$ cat config.mk
export PLATFORM = sky130hd
export DESIGN_NAME = event_channel_sleep_wakeup
export DESIGN_NICKNAME = d
export VERILOG_FILES = /design/src/design/ecsw_pkg.sv /design/src/design/ecsw_front.sv /design/src/design/ecsw_queue.sv /design/src/design/ecsw_back.sv /design/src/design/event_channel_sleep_wakeup.sv
export VERILOG_INCLUDE_DIRS = /design/src /design/src/design
export SDC_FILE = /design/constraint.sdc
export NUM_CORES = 2
export LEC_CHECK = 0
export BUFFER_PORTS_ARGS = -buffer_cell sky130_fd_sc_hd__buf_2
export CORE_MARGIN = 2
export CORE_UTILIZATION = 30
export CTS_BUF_LIST = sky130_fd_sc_hd__clkbuf_4
export DETAILED_ROUTE_END_ITERATION = 10
export HOLD_SLACK_MARGIN = 0.15
export PLACE_DENSITY_LB_ADDON = 0.08
export SLEW_MARGIN = 20
export SYNTH_ARGS = -nofsm -noshare
export SYNTH_HDL_FRONTEND = slang
export SYNTH_HIERARCHICAL = 1
export SYNTH_SLANG_ARGS = --single-unit
$ cat constraint.sdc
create_clock -name clk -period 6.2 [get_ports clk]
set_input_delay 0.93 -clock clk [delete_from_list [all_inputs] [get_ports clk]]
set_output_delay 0.93 -clock clk [all_outputs]
set_load 0.02 [all_outputs]
$ cat src/design/event_channel_sleep_wakeup_assert.svh
// Assertion macros shared by the wait-channel block.
`ifndef EVENT_CHANNEL_SLEEP_WAKEUP_ASSERT_SVH
`define EVENT_CHANNEL_SLEEP_WAKEUP_ASSERT_SVH

// same-cycle implication, clocked on clk, off during reset
`define ECSW_ASSERT_IMP(lbl, ante, cons, msg) \
    lbl: assert property (@(posedge clk) disable iff (!rst_n) (ante) |-> (cons)) \
        else $error(msg);

// next-cycle implication
`define ECSW_ASSERT_NXT(lbl, ante, cons, msg) \
    lbl: assert property (@(posedge clk) disable iff (!rst_n) (ante) |=> (cons)) \
        else $error(msg);

`endif

$ cat src/design/ecsw_pkg.sv
// Package: constants, codes and beat types of the wait-channel block.
package ecsw_pkg;

    localparam int NUM_CHANNELS = 16;
    localparam int MAX_SLEEPERS = 8;
    localparam int TASK_ID_BITS = 8;
    localparam int QUEUE_DEPTH  = 2;

    localparam int OP_W      = 2;
    localparam int CHAN_W    = 4;
    localparam int TASK_W    = 8;
    localparam int PENDING_W = 16;

    localparam int CH_W      = $clog2(NUM_CHANNELS);
    localparam int SLP_IDX_W = (MAX_SLEEPERS > 1) ? $clog2(MAX_SLEEPERS) : 1;
    localparam int CNT_W     = $clog2(MAX_SLEEPERS + 1);
    localparam int MEM_DEPTH = NUM_CHANNELS * MAX_SLEEPERS;
    localparam int MEM_AW    = $clog2(MEM_DEPTH);

    typedef enum logic [OP_W-1:0] {
        OP_CREATE = 2'd0,
        OP_DELETE = 2'd1,
        OP_SLEEP  = 2'd2,
        OP_WAKEUP = 2'd3
    } op_t;

    typedef enum logic [1:0] {
        ST_DONE    = 2'd0,
        ST_PENDING = 2'd1,
        ST_ERROR   = 2'd2
    } status_t;

    typedef enum logic [1:0] {
        ACT_NONE  = 2'd0,
        ACT_BLOCK = 2'd1,
        ACT_WAKE  = 2'd2
    } action_t;

    // classified request handed from front to back
    typedef struct packed {
        op_t                     op;
        logic [CHAN_W-1:0]       chan;
        logic                    in_range;
        logic [TASK_ID_BITS-1:0] tid;
    } cmd_t;

    typedef struct packed {
        status_t           status;
        logic [CHAN_W-1:0] chan_out;
        action_t           action;
        logic [TASK_W-1:0] task_out;
        logic              last;
    } result_t;

endpackage

$ cat src/design/ecsw_front.sv
// Front end: takes input beats and classifies them into commands.
module ecsw_front
    import ecsw_pkg::*;
(
    input  logic        clk,
    input  logic        rst_n,
    input  logic        s_tvalid,
    output logic        s_tready,
    input  logic [15:0] s_tdata,
    output logic        cmd_valid,
    input  logic        cmd_ready,
    output cmd_t        cmd
);

    logic              valid_reg;
    logic              valid_next;
    cmd_t              cmd_reg;
    cmd_t              cmd_next;
    logic [CHAN_W-1:0] chan_w;

    assign s_tready  = !valid_reg || cmd_ready;
    assign cmd_valid = valid_reg;
    assign cmd       = cmd_reg;
    assign chan_w    = s_tdata[OP_W +: CHAN_W];

    always_comb
    begin
        valid_next = valid_reg;
        cmd_next   = cmd_reg;
        if (valid_reg && cmd_ready)
        begin
            valid_next = 1'b0;
        end
        if (s_tvalid && s_tready)
        begin
            valid_next        = 1'b1;
            cmd_next.op       = op_t'(s_tdata[OP_W-1:0]);
            cmd_next.chan     = chan_w;
            cmd_next.in_range = int'(chan_w) < NUM_CHANNELS;
            cmd_next.tid      = TASK_ID_BITS'(s_tdata[OP_W + CHAN_W +: TASK_W]);
        end
    end

    always_ff @(posedge clk or negedge rst_n)
    begin
        if (!rst_n)
        begin
            valid_reg <= 1'b0;
        end
        else
        begin
            valid_reg <= valid_next;
        end
    end

    always_ff @(posedge clk)
    begin
        cmd_reg <= cmd_next;
    end

endmodule

$ cat src/design/ecsw_queue.sv
// Short command queue between front and back.
module ecsw_queue
    import ecsw_pkg::*;
(
    input  logic clk,
    input  logic rst_n,
    input  logic push_valid,
    output logic push_ready,
    input  cmd_t push_data,
    output logic pop_valid,
    input  logic pop,
    output cmd_t pop_data
);

    localparam int PTR_W = (QUEUE_DEPTH > 1) ? $clog2(QUEUE_DEPTH) : 1;
    localparam int QCNT_W = $clog2(QUEUE_DEPTH + 1);

    cmd_t              entry_reg [QUEUE_DEPTH];
    logic [PTR_W-1:0]  wr_ptr_reg;
    logic [PTR_W-1:0]  wr_ptr_next;
    logic [PTR_W-1:0]  rd_ptr_reg;
    logic [PTR_W-1:0]  rd_ptr_next;
    logic [QCNT_W-1:0] count_reg;
    logic [QCNT_W-1:0] count_next;
    logic              do_push;
    logic              do_pop;

    assign push_ready = count_reg != QCNT_W'(QUEUE_DEPTH);
    assign pop_valid  = count_reg != '0;
    assign pop_data   = entry_reg[rd_ptr_reg];
    assign do_push    = push_valid && push_ready;
    assign do_pop     = pop && pop_valid;

    always_comb
    begin
        wr_ptr_next = wr_ptr_reg;
        rd_ptr_next = rd_ptr_reg;
        count_next  = count_reg;
        if (do_push)
        begin
            wr_ptr_next = (wr_ptr_reg == PTR_W'(QUEUE_DEPTH - 1)) ? '0 : wr_ptr_reg + 1'b1;
        end
        if (do_pop)
        begin
            rd_ptr_next = (rd_ptr_reg == PTR_W'(QUEUE_DEPTH - 1)) ? '0 : rd_ptr_reg + 1'b1;
        end
        if (do_push && !do_pop)
        begin
            count_next = count_reg + 1'b1;
        end
        else if (!do_push && do_pop)
        begin
            count_next = count_reg - 1'b1;
        end
    end

    always_ff @(posedge clk or negedge rst_n)
    begin
        if (!rst_n)
        begin
            wr_ptr_reg <= '0;
            rd_ptr_reg <= '0;
            count_reg  <= '0;
        end
        else
        begin
            wr_ptr_reg <= wr_ptr_next;
            rd_ptr_reg <= rd_ptr_next;
            count_reg  <= count_next;
        end
    end

    always_ff @(posedge clk)
    begin
        if (do_push)
        begin
            entry_reg[wr_ptr_reg] <= push_data;
        end
    end

endmodule

$ cat src/design/ecsw_back.sv
// Back end: channel table, sleeper memory, wake sequencer and result register.
`include "event_channel_sleep_wakeup_assert.svh"

module ecsw_back
    import ecsw_pkg::*;
(
    input  logic    clk,
    input  logic    rst_n,
    input  logic    cmd_valid,
    input  cmd_t    cmd,
    output logic    cmd_pop,
    output logic    res_valid,
    output result_t res,
    input  logic    res_ready
);

    typedef enum logic {
        S_IDLE,
        S_WAKE
    } state_t;

    state_t                  state_reg;
    state_t                  state_next;
    logic                    out_valid_reg;
    logic                    out_valid_next;
    result_t                 res_reg;
    result_t                 res_next;

    logic [NUM_CHANNELS-1:0] live_reg;
    logic [NUM_CHANNELS-1:0] live_next;
    logic [PENDING_W-1:0]    pend_reg [NUM_CHANNELS];
    logic [CNT_W-1:0]        cnt_reg  [NUM_CHANNELS];

    logic [CH_W-1:0]         wk_idx_reg;
    logic [CH_W-1:0]         wk_idx_next;
    logic [CHAN_W-1:0]       wk_chan_reg;
    logic [CHAN_W-1:0]       wk_chan_next;
    logic [CNT_W-1:0]        wk_k_reg;
    logic [CNT_W-1:0]        wk_k_next;
    logic [CNT_W-1:0]        wk_n_reg;
    logic [CNT_W-1:0]        wk_n_next;

    logic [TASK_ID_BITS-1:0] mem [MEM_DEPTH];
    logic [TASK_ID_BITS-1:0] rd_data_reg;
    logic                    mem_we;
    logic [MEM_AW-1:0]       mem_waddr;
    logic                    mem_re;
    logic [MEM_AW-1:0]       mem_raddr;

    logic                    pend_we;
    logic [CH_W-1:0]         pend_widx;
    logic [PENDING_W-1:0]    pend_wdata;
    logic                    cnt_we;
    logic [CH_W-1:0]         cnt_widx;
    logic [CNT_W-1:0]        cnt_wdata;

    logic                    out_free;
    logic [CH_W-1:0]         cidx;
    logic                    ch_ok;
    logic [PENDING_W-1:0]    pend_cur;
    logic [CNT_W-1:0]        cnt_cur;
    logic                    free_found;
    logic [CH_W-1:0]         free_idx;
    logic                    wk_last;

    function automatic logic [MEM_AW-1:0] slot_addr(input logic [CH_W-1:0] idx,
                                                    input logic [SLP_IDX_W-1:0] k);
        slot_addr = MEM_AW'(idx) * MEM_AW'(MAX_SLEEPERS) + MEM_AW'(k);
    endfunction

    assign out_free  = !out_valid_reg || res_ready;
    assign res_valid = out_valid_reg;
    assign res       = res_reg;
    assign cidx      = CH_W'(cmd.chan);
    assign ch_ok     = cmd.in_range && live_reg[cidx];
    assign pend_cur  = pend_reg[cidx];
    assign cnt_cur   = cnt_reg[cidx];
    assign wk_last   = (wk_k_reg + 1'b1) == wk_n_reg;

    // lowest free slot
    always_comb
    begin
        free_found = 1'b0;
        free_idx   = '0;
        for (int s = NUM_CHANNELS - 1; s >= 0; s--)
        begin
            if (!live_reg[s])
            begin
                free_found = 1'b1;
                free_idx   = CH_W'(s);
            end
        end
    end

    always_comb
    begin
        state_next     = state_reg;
        out_valid_next = out_valid_reg && !res_ready;
        res_next       = res_reg;
        live_next      = live_reg;
        wk_idx_next    = wk_idx_reg;
        wk_chan_next   = wk_chan_reg;
        wk_k_next      = wk_k_reg;
        wk_n_next      = wk_n_reg;
        cmd_pop        = 1'b0;
        mem_we         = 1'b0;
        mem_waddr      = slot_addr(cidx, SLP_IDX_W'(cnt_cur));
        mem_re         = 1'b0;
        mem_raddr      = slot_addr(cidx, '0);
        pend_we        = 1'b0;
        pend_widx      = cidx;
        pend_wdata     = '0;
        cnt_we         = 1'b0;
        cnt_widx       = cidx;
        cnt_wdata      = '0;

        case (state_reg)
            S_IDLE:
            begin
                if (cmd_valid && out_free)
                begin
                    cmd_pop           = 1'b1;
                    out_valid_next    = 1'b1;
                    res_next.status   = ST_DONE;
                    res_next.chan_out = cmd.chan;
                    res_next.action   = ACT_NONE;
                    res_next.task_out = '0;
                    res_next.last     = 1'b1;
                    case (cmd.op)
                        OP_CREATE:
                        begin
                            if (free_found)
                            begin
                                live_next[free_idx] = 1'b1;
                                pend_we             = 1'b1;
                                pend_widx           = free_idx;
                                cnt_we              = 1'b1;
                                cnt_widx            = free_idx;
                                res_next.chan_out   = CHAN_W'(free_idx);
                            end
                            else
                            begin
                                res_next.status   = ST_ERROR;
                                res_next.chan_out = '0;
                            end
                        end
                        OP_DELETE:
                        begin
                            if (!ch_ok || cnt_cur != '0)
                            begin
                                res_next.status = ST_ERROR;
                            end
                            else
                            begin
                                live_next[cidx] = 1'b0;
                                pend_we         = 1'b1;
                            end
                        end
                        OP_SLEEP:
                        begin
                            if (!ch_ok)
                            begin
                                res_next.status = ST_ERROR;
                            end
                            else if (pend_cur != '0)
                            begin
                                pend_we         = 1'b1;
                                pend_wdata      = pend_cur - 1'b1;
                                res_next.status = ST_PENDING;
                            end
                            else if (cnt_cur >= CNT_W'(MAX_SLEEPERS))
                            begin
                                res_next.status = ST_ERROR;
                            end
                            else
                            begin
                                mem_we            = 1'b1;
                                cnt_we            = 1'b1;
                                cnt_wdata         = cnt_cur + 1'b1;
                                res_next.action   = ACT_BLOCK;
                                res_next.task_out = TASK_W'(cmd.tid);
                            end
                        end
                        OP_WAKEUP:
                        begin
                            if (!ch_ok)
                            begin
                                res_next.status = ST_ERROR;
                            end
                            else if (cnt_cur == '0)
                            begin
                                pend_we         = 1'b1;
                                pend_wdata      = (pend_cur == '1) ? pend_cur : pend_cur + 1'b1;
                                res_next.status = ST_PENDING;
                            end
                            else
                            begin
                                // results come from the sleeper memory, one per cycle while the output is free
                                out_valid_next = 1'b0;
                                mem_re         = 1'b1;
                                cnt_we         = 1'b1;
                                wk_idx_next    = cidx;
                                wk_chan_next   = cmd.chan;
                                wk_k_next      = '0;
                                wk_n_next      = cnt_cur;
                                state_next     = S_WAKE;
                            end
                        end
                        default:
                        begin
                            res_next.status = ST_ERROR;
                        end
                    endcase
                end
            end
            S_WAKE:
            begin
                if (out_free)
                begin
                    out_valid_next    = 1'b1;
                    res_next.status   = ST_DONE;
                    res_next.chan_out = wk_chan_reg;
                    res_next.action   = ACT_WAKE;
                    res_next.task_out = TASK_W'(rd_data_reg);
                    res_next.last     = wk_last;
                    if (wk_last)
                    begin
                        state_next = S_IDLE;
                    end
                    else
                    begin
                        wk_k_next = wk_k_reg + 1'b1;
                        mem_re    = 1'b1;
                        mem_raddr = slot_addr(wk_idx_reg, SLP_IDX_W'(wk_k_reg + 1'b1));
                    end
                end
            end
            default:
            begin
                state_next = S_IDLE;
            end
        endcase
    end

    always_ff @(posedge clk or negedge rst_n)
    begin
        if (!rst_n)
        begin
            state_reg     <= S_IDLE;
            out_valid_reg <= 1'b0;
            res_reg       <= '0;
            wk_idx_reg    <= '0;
            wk_chan_reg   <= '0;
            wk_k_reg      <= '0;
            wk_n_reg      <= '0;
        end
        else
        begin
            state_reg     <= state_next;
            out_valid_reg <= out_valid_next;
            res_reg       <= res_next;
            wk_idx_reg    <= wk_idx_next;
            wk_chan_reg   <= wk_chan_next;
            wk_k_reg      <= wk_k_next;
            wk_n_reg      <= wk_n_next;
        end
    end

    always_ff @(posedge clk or negedge rst_n)
    begin
        if (!rst_n)
        begin
            live_reg <= '0;
            for (int i = 0; i < NUM_CHANNELS; i++)
            begin
                pend_reg[i] <= '0;
                cnt_reg[i]  <= '0;
            end
        end
        else
        begin
            live_reg <= live_next;
            if (pend_we)
            begin
                pend_reg[pend_widx] <= pend_wdata;
            end
            if (cnt_we)
            begin
                cnt_reg[cnt_widx] <= cnt_wdata;
            end
        end
    end

    always_ff @(posedge clk)
    begin
        if (mem_we)
        begin
            mem[mem_waddr] <= cmd.tid;
        end
        if (mem_re)
        begin
            rd_data_reg <= mem[mem_raddr];
        end
    end

    `ECSW_ASSERT_IMP(a_wake_idx_bound, state_reg == S_WAKE, wk_k_reg < wk_n_reg, "wake index past sleeper count")
    `ECSW_ASSERT_IMP(a_no_pop_in_wake, state_reg == S_WAKE, !cmd_pop, "command taken during wake run")
    `ECSW_ASSERT_IMP(a_sleep_write_bound, mem_we, cnt_we && cnt_wdata <= CNT_W'(MAX_SLEEPERS), "sleeper queue overrun")
    `ECSW_ASSERT_NXT(a_wake_last_ends, state_reg == S_WAKE && out_free && wk_last, state_reg == S_IDLE && res_reg.last, "wake run did not end on last")

endmodule

$ cat src/design/event_channel_sleep_wakeup.sv
// Top level: wait-channel table with sleep and wakeup.
//
//   bus | dir | tdata fields (lsb up)                            | tlast
//   s   | in  | op[1:0] channel_id[5:2] task_id[13:6], pad 15:14 | -
//   m   | out | status[1:0] chan_out[5:2] action[7:6] task_out[15:8] | last
//
// An item goes from s beat to m beat via front register, queue and back.
// While m is free, back executes one item per cycle; a wakeup with n sleepers
// gives n beats, one a cycle, from the sleeper memory, taking no item meanwhile.
// Reset clears the channel table at once; no clearing pass.
// The queue lets s keep taking beats while m is stalled, until it fills.
module event_channel_sleep_wakeup
    import ecsw_pkg::*;
(
    input  logic        clk,
    input  logic        rst_n,
    input  logic        s_tvalid,
    output logic        s_tready,
    input  logic [15:0] s_tdata,   // op, channel_id, task_id, zero pad
    output logic        m_tvalid,
    input  logic        m_tready,
    output logic [15:0] m_tdata,   // status, chan_out, action, task_out
    output logic        m_tlast
);

    logic    f_valid;
    logic    f_ready;
    cmd_t    f_cmd;
    logic    q_valid;
    logic    q_pop;
    cmd_t    q_cmd;
    result_t res;

    ecsw_front u_front (
        .clk       (clk),
        .rst_n     (rst_n),
        .s_tvalid  (s_tvalid),
        .s_tready  (s_tready),
        .s_tdata   (s_tdata),
        .cmd_valid (f_valid),
        .cmd_ready (f_ready),
        .cmd       (f_cmd)
    );

    ecsw_queue u_queue (
        .clk        (clk),
        .rst_n      (rst_n),
        .push_valid (f_valid),
        .push_ready (f_ready),
        .push_data  (f_cmd),
        .pop_valid  (q_valid),
        .pop        (q_pop),
        .pop_data   (q_cmd)
    );

    ecsw_back u_back (
        .clk       (clk),
        .rst_n     (rst_n),
        .cmd_valid (q_valid),
        .cmd       (q_cmd),
        .cmd_pop   (q_pop),
        .res_valid (m_tvalid),
        .res       (res),
        .res_ready (m_tready)
    );

    assign m_tdata = {res.task_out, res.action, res.chan_out, res.status};
    assign m_tlast = res.last;

endmodule
==> results.py <==
metrics = {
    "final_layout": {
        "multi_input_area_um2": 17100,
        "area_delta_synth_final_pct": 16.9,
        "fillerInstances": 19600,
        "final_area_um2": 70000,
        "nets": 4484,
        "drive_gt1_share_pct": 28.9,
        "largest_reg_flops": 1024,
        "seqCellArea_um2": 41600,
    },
    "cts": {
        "clock_latency_ns": 1.37,
        "cts_htree_levels": 5,
        "ctsRootBufferMaster": "clkbuf_4",
        "tritoncts": "done",
        "clockBufferDepth": 4,
        "cts.sink_count": 1448,
        "cts_buffers": 420,
        "clk_pin_slew_ns": 0.07,
    },
    "synthesis": {
        "async_flop_share_pct": 25.7,
        "yosysTopAreaCell": "edfxtp_1",
        "synth_seq_cells": 1448,
        "synth_edf_count": 1076,
        "synth_common_cells": "1,076 x edfxtp_1, 372 x dfrtp_1, 343 x o221ai_1, 276 x clkbuf_1, 254 x o21ai_0",
        "yosys_warnings": 6,
        "avgSynthCellArea_um2": 14.9,
        "synth_cells": 4022,
        "synthTopCellsByArea": "edfxtp_1 54%, dfrtp_1 16%, o221ai_1 5.0%",
        "synth_area_um2": 59900,
        "seq_area_frac_synth_pct": 69.5,
        "yosysMostFrequentCell": "edfxtp_1",
        "synth_cell_type_count": 94,
        "synth_top_area_share_pct": 53.9,
        "synthFlopType": "edfxtp_1",
        "synth_nets": 4048,
    },
    "global_route": {
        "grt_max_degree": 135,
        "track_usage_pct": 19.7,
        "grt_util_met3_pct": 3.38,
        "antenna_found_initial": 6,
        "gr-total-overflow": 0,
        "grt_pass1_vias": 40500,
        "grtUsageMet2_pct": 32.9,
        "grt_pass1_wl_um": 293000,
        "use_met1_pct": 25.9,
        "top_usage_layer": "met2",
    },
    "job": {
        "max_cap_violations": 0,
    },
    "timing": {
        "final.setup.tns_ns": 0,
        "skew_ns": 0.149,
        "setup_viol": 0,
        "fin_crit_sh_pct": 93.0,
        "fmax_ghz": 0.173,
        "setup_ws_ns": 0.435,
        "worstMarginPinSlew_ns": 1.14,
        "hold_violations": 0,
        "relSlewSlack_pct": 23.9,
        "rsz0062_at_grt": "no",
        "fin_crit_ns": 5.77,
        "final_max_slew_viol_count": 0,
    },
    "placement": {
        "io_buffers": 36,
        "dp_hpwl_um": 124000,
        "gp_congestion": 0.850,
        "dpl_cell_area_um2": 64600,
        "dp_slack_ns": 0.319,
    },
    "setup_path": {
        "regToRegEndpoint": "u_back/pend_reg[245]$_DFFE_PN0P_",
        "slowest_delay_ns": 0.61,
        "critPathKind": "reg -> reg",
        "cp_cell_sequence": "buf_4, mux2_8, buf_4, mux4_2, mux4_2, inv_1, ha_1, or3b_1, a21oi_4, o221ai_2, a2111oi_2, nand2_1, o31ai_1",
        "end_kind": "register",
        "reg2reg_depth": 13,
        "arrival_ns": 6.94,
        "cp-start-kind": "register",
        "r2r_setup_slack_ns": 0.43,
        "r2r_start": "u_queue/rd_ptr_reg$_DFFE_PN0P_",
        "cp_max_fo": 40,
        "cp.required_ns": 7.38,
        "crit_slowest_cell": "mux4_2",
    },
    "floorplanning": {
        "io_pins": 39,
        "die_h_um": 451,
        "rows": 164,
        "dieArea_um2": 203000,
        "start_util_pct": 30.1,
        "die_w_um": 451,
        "core_area_um2": 199000,
    },
    "power": {
        "vdd_drop_max_v": 0.000321,
        "p_per_area_nw_per_um2": 428,
        "leakagePower_nw": 23.7,
    },
    "detailed_routing": {
        "vias": 39700,
        "drtIter0Drc": 2978,
        "wl_per_cell_um": 27.3,
        "routed_via_density": 5.36,
        "routed_wl_um": 202000,
        "ant_nets": 0,
        "drt_pass1_iterations": 5,
        "drc": 0,
    },
    "worst_hold_path": {
        "hold_depth": 3,
        "min_path_type": "in -> reg",
        "min-delay-start": "s_tvalid",
        "hold_end": "u_front/cmd_valid$_DFFE_PN0P_",
    },
    "outcome": {
        "status": "finished, final reports clean",
    },
}
## power by group
group,internal [W],total [W],switching [W]
combinational,0.00227,0.00910,0.00683
sequential,0.0119,0.0122,0.000325
clock,0.00459,0.00861,0.00402
total,0.0188,0.0300,0.0112
## final cells by class
| class | count | share of cell area [%] |
|---|---|---|
| sequential | 1448 | 59.5 |
| multi-input combinational | 2211 | 24.4 |
| clock buffer | 627 | 6.72 |
| tap | 2656 | 4.75 |
| timing repair buffer | 347 | 4.02 |
| clock inverter | 76 | 0.474 |
| inverter | 30 | 0.168 |
| antenna | 8 | 0.0286 |
## worst max path at each step
stage / startpoint / end / slack (ns) / cells past startpoint
2_1_floorplan: u_queue/rd_ptr_reg$_DFFE_PN0P_ / u_back/pend_reg[232]$_DFFE_PN0P_ / 1.19 / 19
3_3_place_gp: u_queue/rd_ptr_reg$_DFFE_PN0P_ / u_back/pend_reg[152]$_DFFE_PN0P_ / 0.38 / 13
3_5_place_dp: u_queue/rd_ptr_reg$_DFFE_PN0P_ / u_back/pend_reg[152]$_DFFE_PN0P_ / 0.32 / 13
4_1_cts: u_queue/rd_ptr_reg$_DFFE_PN0P_ / u_back/pend_reg[213]$_DFFE_PN0P_ / 0.23 / 13
5_1_grt: u_queue/rd_ptr_reg$_DFFE_PN0P_ / u_back/pend_reg[254]$_DFFE_PN0P_ / 0.05 / 13
6_report: u_queue/rd_ptr_reg$_DFFE_PN0P_ / u_back/pend_reg[245]$_DFFE_PN0P_ / 0.43 / 13
## metal layers
| metal | share of wire [%] | wire, µm |
|---|---|---|
| met5 | 0 | 0 |
| met4 | 2.5 | 5150 |
| met3 | 4.0 | 8030 |
| met2 | 50 | 101000 |
| met1 | 44 | 88800 |
## logic make-up (layout without fill, tap and decap cells)
logic type                 after synthesis  in the layout  synth area share (%)
adders and majority gates                6              6                 0.125
other                                    1              9               0.00626
xor gates and xnor gates                16             16                 0.282
AOI/OAI and AO/OA                     1137           1137                  14.8
DFF                                   1448           1448                  69.5
buffers and inverters                  363           1080                  2.64
and+or+nand+nor                        848            848                  7.30
muxes                                  203            203                  5.39
## worst max-delay path: cells and delay by family, from the launching register on
family                   cells  cell delay, ns
adder cells (fa/ha/maj)      1            0.20
AO/OA/AOI/OAI                4            1.56
multiplexers                 3            1.51
buffers and inverters        3            0.89
flip-flops                   1            0.38
AND/OR/NAND/NOR              2            0.97
## cells in the final DEF (no fill, tap or decap), types with 9 or more instances in the layout
cell and n:
buf_2 35, nand2_1 245, and4_1 24, inv_1 28
mux2_2 84, clkbuf_4 627, a41oi_1 40, xnor2_1 10
nor4_1 25, o21ai_1 28, nand2b_1 36, buf_4 263
edfxtp_1 1076, o311ai_0 32, a21oi_1 59, dfrtp_1 371
a31oi_1 53, o221a_2 129, clkinv_1 59, mux2_8 9
o22ai_1 12, clkinv_2 9, mux2i_1 22, nor3_1 29
dlygate4sd3_1 32, o21ai_0 253, mux4_2 83, o31ai_1 66
nor3_2 13, a211oi_1 11, o2111ai_1 13, nor2_4 9
o221ai_1 342, nor2_1 200, buf_12 15, nand3_1 50
nand4_1 150
## what timing repair did
action	in CTS	in global routing
endpoints found under the setup margin	0	3
buffers inserted	0	0
hold buffers	33	0
endpoints found under the hold margin	283	0
gates resized for setup	0	1
## stage by stage
stage | total power, W | hold slack (ns) | cells | util [%]
finish | 0.0300 | 0.410 | 7403 | 35.2
global route | 0.0315 | 0.228 | 7401 | 35.2
CTS | 0.0305 | 0.221 | 7395 | 35.1
detailed placement | 0.0217 | 0.433 | 6659 | 32.4
global placement | 0.0216 | 0.432 | 6659 | 32.4
floorplan | 0.0174 | 0.421 | 4022 | -
Power figures use the tool's default switching activity.
